==> src/design/swm_ram.sv <==
// Generic single-write, single-read RAM with a registered read port.
// Depends on nothing; used for the sample history line.
module swm_ram #(
  parameter int WIDTH = 32,
  parameter int DEPTH = 64
) (
  input  logic                                     clk,
  input  logic                                     we,
  input  logic [(DEPTH > 1 ? $clog2(DEPTH) : 1)-1:0] waddr,
  input  logic [WIDTH-1:0]                         wdata,
  input  logic [(DEPTH > 1 ? $clog2(DEPTH) : 1)-1:0] raddr,
  output logic [WIDTH-1:0]                         rdata
);

  logic [WIDTH-1:0] mem [DEPTH];

  always_ff @(posedge clk) begin
    if (we) begin
      mem[waddr] <= wdata;
    end
    rdata <= mem[raddr];
  end

endmodule

==> config.mk <==
export PLATFORM = sky130hd
export DESIGN_NAME = swm_ram
export DESIGN_NICKNAME = d
export VERILOG_FILES = /design/src/design/swm_ram.sv
export SDC_FILE = /design/constraint.sdc
export NUM_CORES = 2
export LEC_CHECK = 0
export BUFFER_PORTS_ARGS = -buffer_cell sky130_fd_sc_hd__buf_4
export CAP_MARGIN = 10
export CORE_UTILIZATION = 41
export DETAILED_ROUTE_END_ITERATION = 10
export PLACE_DENSITY_LB_ADDON = 0.2
export SLEW_MARGIN = 0
export SYNTH_ARGS = -nofsm -noshare
export SYNTH_HDL_FRONTEND = slang
export SYNTH_SLANG_ARGS = --single-unit
==> constraint.sdc <==
create_clock -name clk -period 5.4 [get_ports clk]
set_clock_uncertainty 0.2 [all_clocks]
set_input_delay 0.54 -clock clk [delete_from_list [all_inputs] [get_ports clk]]
set_output_delay 0.54 -clock clk [all_outputs]
set_load 0.005 [all_outputs]
==> flow_summary_export.csv <==
group,metric,value,unit
run_status,status,"finished, final reports clean",
timing,max_freq,0.3181,GHz
clock_tree,cts-root-buf,"clkbuf_16",
synthesis,yosysSeqAreaShare,0.7914,
timing,max_slew_margin,0.2239,
finish,syn_to_final_growth,14.61,%
drt,wl_per_cell,32.63,µm
clock_tree,cts_buffer_depth,3,
critical_path,cp.required,5.89,ns
finish,layout.cells.non_filler,6249,
die,coreArea,190200,µm²
finish,final_common_cell,"edfxtp_1",
drt,drc,0,
critical_path,worstPathMaxFanout,39,
clock_tree,ctsResizeCount,0,
die,initial_utilization,0.4128,
placed_design,dp_cells,5860,
finish,drive_gt1_frac,0.3027,
finish,fin_util,0.4732,
critical_path,crit_end,"rdata[0]$_DFF_P_",
global_route,overflow,0,
timing,rsz0062_at_grt,"false",
pwr,clkPwrFrac,0.428,
pwr,p_seq_frac,0.526,
pwr,p_sw,7.204,mW
synthesis,netlist_area,78520,µm²
drt,vias,36455,
global_route,grt_max_degree,87,
clock_tree,clkSinkCount,2080,
timing,slew_violations,0,
pwr,peakVddDrop,0.0003285,V
critical_path,cp.arrival,3.63,ns
timing,finalCriticalPeriod,3.144,ns
synthesis,ys_ff_latch,2080,
timing,tightest_slew,1.161,ns
drt,dr.first_iter.drc_count,4136,
placed_design,placed_area,83100,µm²
clock_tree,clk_latency,0.84,ns
global_route,antenna_found_initial,9,
pwr,internal_power,26.94,mW
critical_path,r2r_cells,4,
critical_path,startpoint_type,"input port",
flow_run,max_cap_viol_count,0,
clock_tree,cts_tree,"built",
hold_path,holdCritPathClass,"in -> reg",
finish,final_area,89990,µm²
timing,setup_viol,0,
synthesis,yosysUniqueCellTypes,34,
pwr,swShare,0.2110,
global_route,grt_pass1_vias,37239,
drt,dr.pass1.iters,7,
die,num_rows,160,
drt,top_layer,"met5",
timing,hold_viol,0,
placed_design,port_buffers,77,
placed_design,dpl.hpwl,114800,µm
critical_path,end_kind,"register",
drt,wl_met1,89190,µm
timing,setup_tns,0,ns
pwr,comb_power_share,0.047,
die,die_x,439.6,µm
drt,detail_route.vias_per_cell,5.834,
finish,final_nets,3607,
die,io_pins,78,
synthesis,synth_area_per_cell,23.62,µm²
die,dieArea,193300,µm²
critical_path,r2r_setup_slack,2.88,ns
die,die_h,439.6,µm
clock_tree,htree_levels,4,
drt,met2WireLength,97720,µm
global_route,grt_pass1_wl,288200,µm
synthesis,synth_cells,3324,
drt,wl,203900,µm
drt,ant_nets,0,
finish,final_cell_mix,"edfxtp_1 (2048), mux4_2 (544), clkbuf_16 (211)",
pwr,leakage,27.88,nW
synthesis,ys_warn_count,0,
critical_path,r2r-end,"rdata[0]$_DFF_P_",
critical_path,r2r_start,"mem[43][0]$_DFFE_PP_",
critical_path,crit_type,"in -> reg",
clock_tree,cts_setup_buffers,0,
drt,route.met3.wl,12280,µm
global_route,grt.total_usage,0.2127,
timing,min_period_over_period,0.5821,
clock_tree,clk_pin_slew,0.06,ns
clock_tree,cts_buffers,209,
synthesis,synth.net_count,3370,
pwr,power_density,379.4,nW/µm²
critical_path,crit_start,"raddr[0]",
placed_design,gp_congestion,0.7705,
through the flow:
step | hold WS [ns] | setup slack [ns] | power (mW)
after global placement | 0.5335 | 1.348 | 19.90
after floorplan | 0.4389 | 1.500 | 19.12
final | 0.04283 | 2.256 | 34.14
after global routing | 0.03897 | 2.208 | 35.06
after CTS | 0.004818 | 2.248 | 34.42
after detailed placement | 0.5670 | 1.339 | 19.92
logic make-up (layout without fill, tap and decap cells):
kind of cell | after synthesis | after routing | synth area share
simple gates | 223 | 223 | 0.01265
compound gates | 202 | 202 | 0.01673
buf+inv | 182 | 594 | 0.01128
other cells | 0 | 2 | 0
flops | 2080 | 2080 | 0.7914
mux | 637 | 637 | 0.1679
area by class of cell:
type | count | area, µm²
fillers | 15502 | 100200
well taps | 2511 | 3142
clock inverters | 125 | 1310
repair buffers | 208 | 1853
clock buffers | 261 | 5568
multi-input cells | 1062 | 15970
flip-flops and latches | 2080 | 62140
diodes | 2 | 5.005
timing repair:
action	4_1_cts	5_1_grt
setup endpoints to repair	0	0
hold endpoints to repair	2	0
hold buffers	1	0
registers in the layout, indices dropped and copies added, names as in the netlist:
| register | cells |
|---|---|
| mem | 2048 |
| rdata | 32 |
worst min path at each step:
stage	slack (ns)	cells past startpoint	to	startpoint
3_5_place_dp	0.57	4	rdata[17]$_DFF_P_	mem[29][17]$_DFFE_PP_
3_3_place_gp	0.53	4	rdata[8]$_DFF_P_	mem[28][8]$_DFFE_PP_
2_1_floorplan	0.44	0	mem[0][0]$_DFFE_PP_	wdata[0]
6_report	0.04	1	mem[3][14]$_DFFE_PP_	wdata[14]
4_1_cts	0.005	1	mem[33][26]$_DFFE_PP_	wdata[26]
5_1_grt	0.04	1	mem[33][26]$_DFFE_PP_	wdata[26]
Yosys cell counts:
master       n  area share
a21oi_1     62      0.0040
a22oi_1     12      0.0011
a311oi_1     8     0.00089
a31oi_1      1    0.000080
a41o_1       4     0.00051
and2_1       2     0.00016
and3_1       4     0.00032
buf_1       21      0.0010
buf_2       57      0.0036
buf_4       25      0.0024
buf_6        5     0.00072
clkbuf_1    74      0.0035
dfxtp_1     32      0.0082
edfxtp_1  2048        0.78
mux2i_1     93       0.012
mux4_2     544        0.16
nand2_1     26      0.0012
nand2b_1     8     0.00064
nand3_1      5     0.00032
nand3b_1     5     0.00048
nand4_1      2     0.00016
nand4b_1     1     0.00011
nor2_1     137      0.0065
nor2b_1     15      0.0012
nor3_1       7     0.00045
o221ai_1    27      0.0030
o22ai_1     84      0.0067
o32ai_1      4     0.00045
or2_0        1    0.000080
or2_1        1    0.000080
or2_2        1    0.000080
or3_1        3     0.00024
or3b_1       2     0.00022
or3b_2       3     0.00033
metal layers:
layer | global-route usage | vias to the layer above
li1 | - | 14751
met1 | 0.3119 | 20150
met2 | 0.3359 | 1289
met3 | 0.03018 | 263
met4 | 0.05472 | 2
met5 | 0 | -
worst max-delay path: stages:
cell and delay, ns:
buf_8 0.40, buf_12 0.35, buf_12 0.31, mux4_2 0.56
mux4_2 0.48, o22ai_1 0.73, nor2_1 0.12
power by group through the flow:
stage / clock network [mW] / logic (mW) / registers (mW)
detailed placement: 0 / 1.62 / 18.3
floorplan: 0 / 0.869 / 18.2
global route: 15.4 / 1.69 / 17.9
global placement: 0 / 1.61 / 18.3
finish: 14.6 / 1.59 / 17.9
CTS: 14.8 / 1.63 / 18.0
(Power assumes the default switching activity.)
