## src/design/swm_pkg.sv

```systemverilog
// Shared types and constants for the sliding-window median filter.
// No dependencies; swm_cell and the top module import this package.
package swm_pkg;

  // Fixed field widths of the block's ports and the window size after reset.
  localparam int IN_W    = 32;
  localparam int OUT_W   = 33;
  localparam int CFG_W   = 7;
  localparam int WS_INIT = 3;

  // Compare flags that each cell of the sorted chain shows its neighbors.
  typedef struct packed {
    logic gt_s;  // entry lies above the new sample (empty entries count as above)
    logic ge_d;  // entry is at or past the value being dropped
  } swm_flags_t;

endpackage

```

## src/design/swm_cell.sv

```systemverilog
// One sorted-chain entry; per request inserts one value and, with drop_en, drops one.
// Depends on swm_pkg for the neighbor flag struct.
module swm_cell import swm_pkg::*; #(
  parameter int SAMPLE_BITS = 32,
  parameter int CNT_W       = 7,
  parameter int IDX         = 0
) (
  input  logic                          clk,
  input  logic                          load,
  input  logic signed [SAMPLE_BITS-1:0] new_val,
  input  logic                          drop_en,
  input  logic signed [SAMPLE_BITS-1:0] drop_val,
  input  logic [CNT_W-1:0]              fill,
  input  logic signed [SAMPLE_BITS-1:0] left_val,
  input  swm_flags_t                    left_flg,
  input  logic signed [SAMPLE_BITS-1:0] right_val,
  input  swm_flags_t                    right_flg,
  output logic signed [SAMPLE_BITS-1:0] val,
  output swm_flags_t                    flg
);

  logic                          occupied;
  logic signed [SAMPLE_BITS-1:0] cur_val;
  logic                          cur_gt;
  logic signed [SAMPLE_BITS-1:0] lft_val;
  logic                          lft_gt;
  logic signed [SAMPLE_BITS-1:0] val_next;

  assign occupied = CNT_W'(IDX) < fill;
  assign flg.gt_s = !occupied || (val > new_val);
  assign flg.ge_d = drop_en && (!occupied || (val >= drop_val));

  // After the drop, this slot holds either its own value or the right neighbor's,
  // and the slot to the left holds either the left neighbor's value or this one's.
  assign cur_val = flg.ge_d ? right_val : val;
  assign cur_gt  = flg.ge_d ? right_flg.gt_s : flg.gt_s;
  assign lft_val = left_flg.ge_d ? val : left_val;
  assign lft_gt  = left_flg.ge_d ? flg.gt_s : left_flg.gt_s;

  always_comb begin
    priority if (!cur_gt) begin
      val_next = cur_val;
    end else if (!lft_gt) begin
      val_next = new_val;
    end else begin
      val_next = lft_val;
    end
  end

  always_ff @(posedge clk) begin
    if (load) begin
      val <= val_next;
    end
  end

endmodule

```

## config.mk

```make
export PLATFORM = sky130hd
export DESIGN_NAME = swm_cell
export DESIGN_NICKNAME = d
export VERILOG_FILES = /design/src/design/swm_pkg.sv /design/src/design/swm_cell.sv
export SDC_FILE = /design/constraint.sdc
export NUM_CORES = 1
export LEC_CHECK = 0
export BUFFER_PORTS_ARGS = -buffer_cell sky130_fd_sc_hd__buf_2
export CORE_ASPECT_RATIO = 0.7
export CORE_MARGIN = 2
export CORE_UTILIZATION = 52
export CTS_BUF_LIST = sky130_fd_sc_hd__clkbuf_8 sky130_fd_sc_hd__clkbuf_16
export DETAILED_ROUTE_END_ITERATION = 10
export GPL_TIMING_DRIVEN = 0
export PLACE_DENSITY = 0.88
export SYNTH_ARGS = -nofsm -noshare
export SYNTH_HDL_FRONTEND = slang
export SYNTH_SLANG_ARGS = --single-unit
```

## constraint.sdc

```tcl
create_clock -name clk -period 6.3 [get_ports clk]
set_input_delay 1.26 -clock clk [delete_from_list [all_inputs] [get_ports clk]]
set_output_delay 1.26 -clock clk [all_outputs]
set_load 0.05 [all_outputs]
```

==> metrics.txt <==
clk slew on worst S/H paths 0.08 ns; Largest register FFs 32; Power Dens Cells about 230 nW/um2; register bit total from synthesis 32; worst skew pair latency approximately 0.28 ns; pin count of the biggest net entering global routing 33; Worst Hold Path EP val[24]; critical path data required time 5.04 ns; DP HPWL 9100 um; GRT Resource Usage Total 0.262; Tcrit/Tclk final 0.750; Synth Area in XOR/XNOR 0; Met1 Wirelength 4460 um; Post-Synthesis Cells 349; status completed; P_leak 2.66 nW; element type at the critical path end output pin; CTS tree built; diode count 0; setup TNS 0 ns; share of cells above drive strength 1 0.485; Num Clock Sinks 32; Data arrival, critical path 3.46 ns; Synth Warn # 0; MaxCap Viol Count 0; synthesized area ~3700 um2; row count 25; port bufs 174; R2R depth 8; met3 wire len 831 um; met2 wire length 5310 um; CP Launch Type input port; worst slew pin tran 0.838 ns; Die Ht 75.0 um; hold path depth 2; Slew HR 0.441; Netlist cell types 40; GP Congestion 0.846; syn_nets 555; postcts setup bufs 0; area share of and/or/nand/nor cells after synthesis 0.0948; max-slew violations 0; CTS Buf Count 5; number of global-route vias before repair 3,517; Mean Syn Cell Area 10.7 um2; post-route antenna net violation count 0; Nets 736; largest family of logic cells by synthesized area multiplexers; Vias/cell 5.40; Compound-Gate Fraction of Synth Area 0.0928; htree depth 2; f_max 212 MHz; Seq/Total Area, Yosys 0.256; post-synthesis adder-cell area fraction 0.214; final wirelength 10,700 um; Die Wd ~110 um; post-synthesis mux area share 0.256; first-pass GRT wire length 16,000 um; Hold Path Origin right_val[24]; CP max FO 3; Top Registers val: 32 flops; cts repair resizes 0; setup violators final 0; WS Path Type input port to output pin; final core occ 0.703; Initial DRC Count 152; vias approximately 3,400; fin crit period between 4 and 5 ns; highest metal used met4; HP Class input port to flop; antenna violations before repair 0; WL/cell around 17 um; worst r2r src val[30]; Reg-to-Reg End val[16]; Largest Register val; grt total ovfl 0; Fillers 546; final hold violation count 0; clock buffer depth 2; Final Skew 0.00915 ns; Ports 176; initial core utilization 0.547; reg2reg setup slack 2.83 ns; RSZ-0062 raised after global routing no; core box area 6850 um2; die footprint 7910 um2; Root Driver clkbuf_8; hold-fix buffers at CTS 0; Layout area overhead 28.5%; Remaining DRCs 0; DRT Pass-1 Iters 4; Peak VDD IR between 0.1 and 0.15 mV
## layout by cell type (no fill, tap or decap), types with 2 or more instances in the layout
master / synthesis / routed
nor4_1: 2 / 2
nand4_1: 14 / 14
nand3_1: 6 / 6
nor2_1: 6 / 6
edfxtp_1: 32 / 32
a21o_1: 2 / 2
inv_1: 68 / 69
o31ai_1: 3 / 3
buf_2: 0 / 174
ha_1: 64 / 64
a21oi_1: 29 / 29
mux2_2: 2 / 2
o21ai_0: 5 / 5
nor4_4: 2 / 2
a21boi_0: 2 / 2
nor4_2: 2 / 2
clkbuf_8: 0 / 5
a211oi_1: 2 / 2
mux2_4: 61 / 61
nand2_1: 16 / 16
a31oi_1: 2 / 2
buf_6: 6 / 6
mux2_1: 2 / 2
o211ai_1: 2 / 2
## Yosys cell counts (all sizes together)
cell type,n,area (um2)
inv,68,255
mux2,65,961
ha,64,801
edfxtp,32,961
a21oi,30,154
nand2,16,60.1
nand4,15,100
buf,6,67.6
nand3,6,30.0
nor2,6,22.5
nor4,6,80.1
o21ai,6,30.0
o31ai,3,22.5
a211oi,2,15.0
a21boi,2,15.0
a21o,2,15.0
a31oi,2,12.5
o211ai,2,15.0
o21a,2,15.0
a2111oi,1,8.76
a221o,1,10.0
a221oi,1,8.76
a2bb2oi,1,8.76
and2,1,6.26
nand3b,1,7.51
nand4b,1,8.76
nor2b,1,6.26
nor3,1,5.00
nor3b,1,7.51
nor4bb,1,10.0
o311ai,1,8.76
o31a,1,8.76
or4,1,11.3
## cell type report
cell class,count,area [um2],area share
Clock buffer,5,68.8,0.0143
Tap cell,94,118,0.0244
Buffer,6,67.6,0.0140
Inverter,68,255,0.0530
Timing Repair Buffer,174,871,0.181
Clock inverter,2,8.76,0.00182
Sequential cell,32,961,0.200
Multi-Input combinational cell,243,2470,0.512
## worst max-delay path, cell delays in order
cell and delay (ns):
buf_2 0.08, inv_1 0.03, ha_1 0.32, nand4_1 0.19
nor4_1 0.63, a31oi_1 0.24, a31oi_1 0.23, o31ai_1 0.15
inv_1 0.07, buf_2 0.26
## per-stage QoR
stage / power (mW) / hold slack, ns / area, um2 / instances / worst slack (ns)
after global routing: 1.17 / 1.26 / 4820 / 624 / 1.30
after detailed placement: 0.957 / 1.34 / 4740 / 617 / 1.60
after floorplan: 0.786 / 1.48 / 3750 / 349 / 1.90
after CTS: 1.11 / 1.27 / 4820 / 624 / 1.59
after global placement: 0.923 / 1.31 / 4740 / 617 / 1.46
final: 1.11 / 1.27 / 4820 / 624 / 1.58
## worst max path at each step
stage                 startpoint       to  depth (start not counted)
detailed placement  drop_val[30]   flg[0]                         10
global route        drop_val[30]   flg[0]                         10
CTS                 drop_val[30]   flg[0]                         10
global placement    drop_val[31]  val[11]                         10
finish              drop_val[30]   flg[0]                         10
floorplan            new_val[14]   val[0]                         10
## per-layer routing
layer | up-vias | global-route usage
li1 | 1638 | -
met1 | 1559 | 0.318
met2 | 160 | 0.493
met3 | 10 | 0.0450
met4 | 0 | 0.0681
met5 | - | 0
## report_power, final
part	leakage, nW	total, mW	switching [mW]	internal [mW]
Combinational	2.31	0.642	0.350	0.292
Clock	0.0452	0.154	0.0805	0.0736
Sequential	0.298	0.313	0.0265	0.287
## cells by family after synthesis
group	after synthesis
mux	65
buf+inv	74
simple gates	57
compound gates	57
fa+ha+maj	64
flops	32
Power figures use the tool's default switching activity.
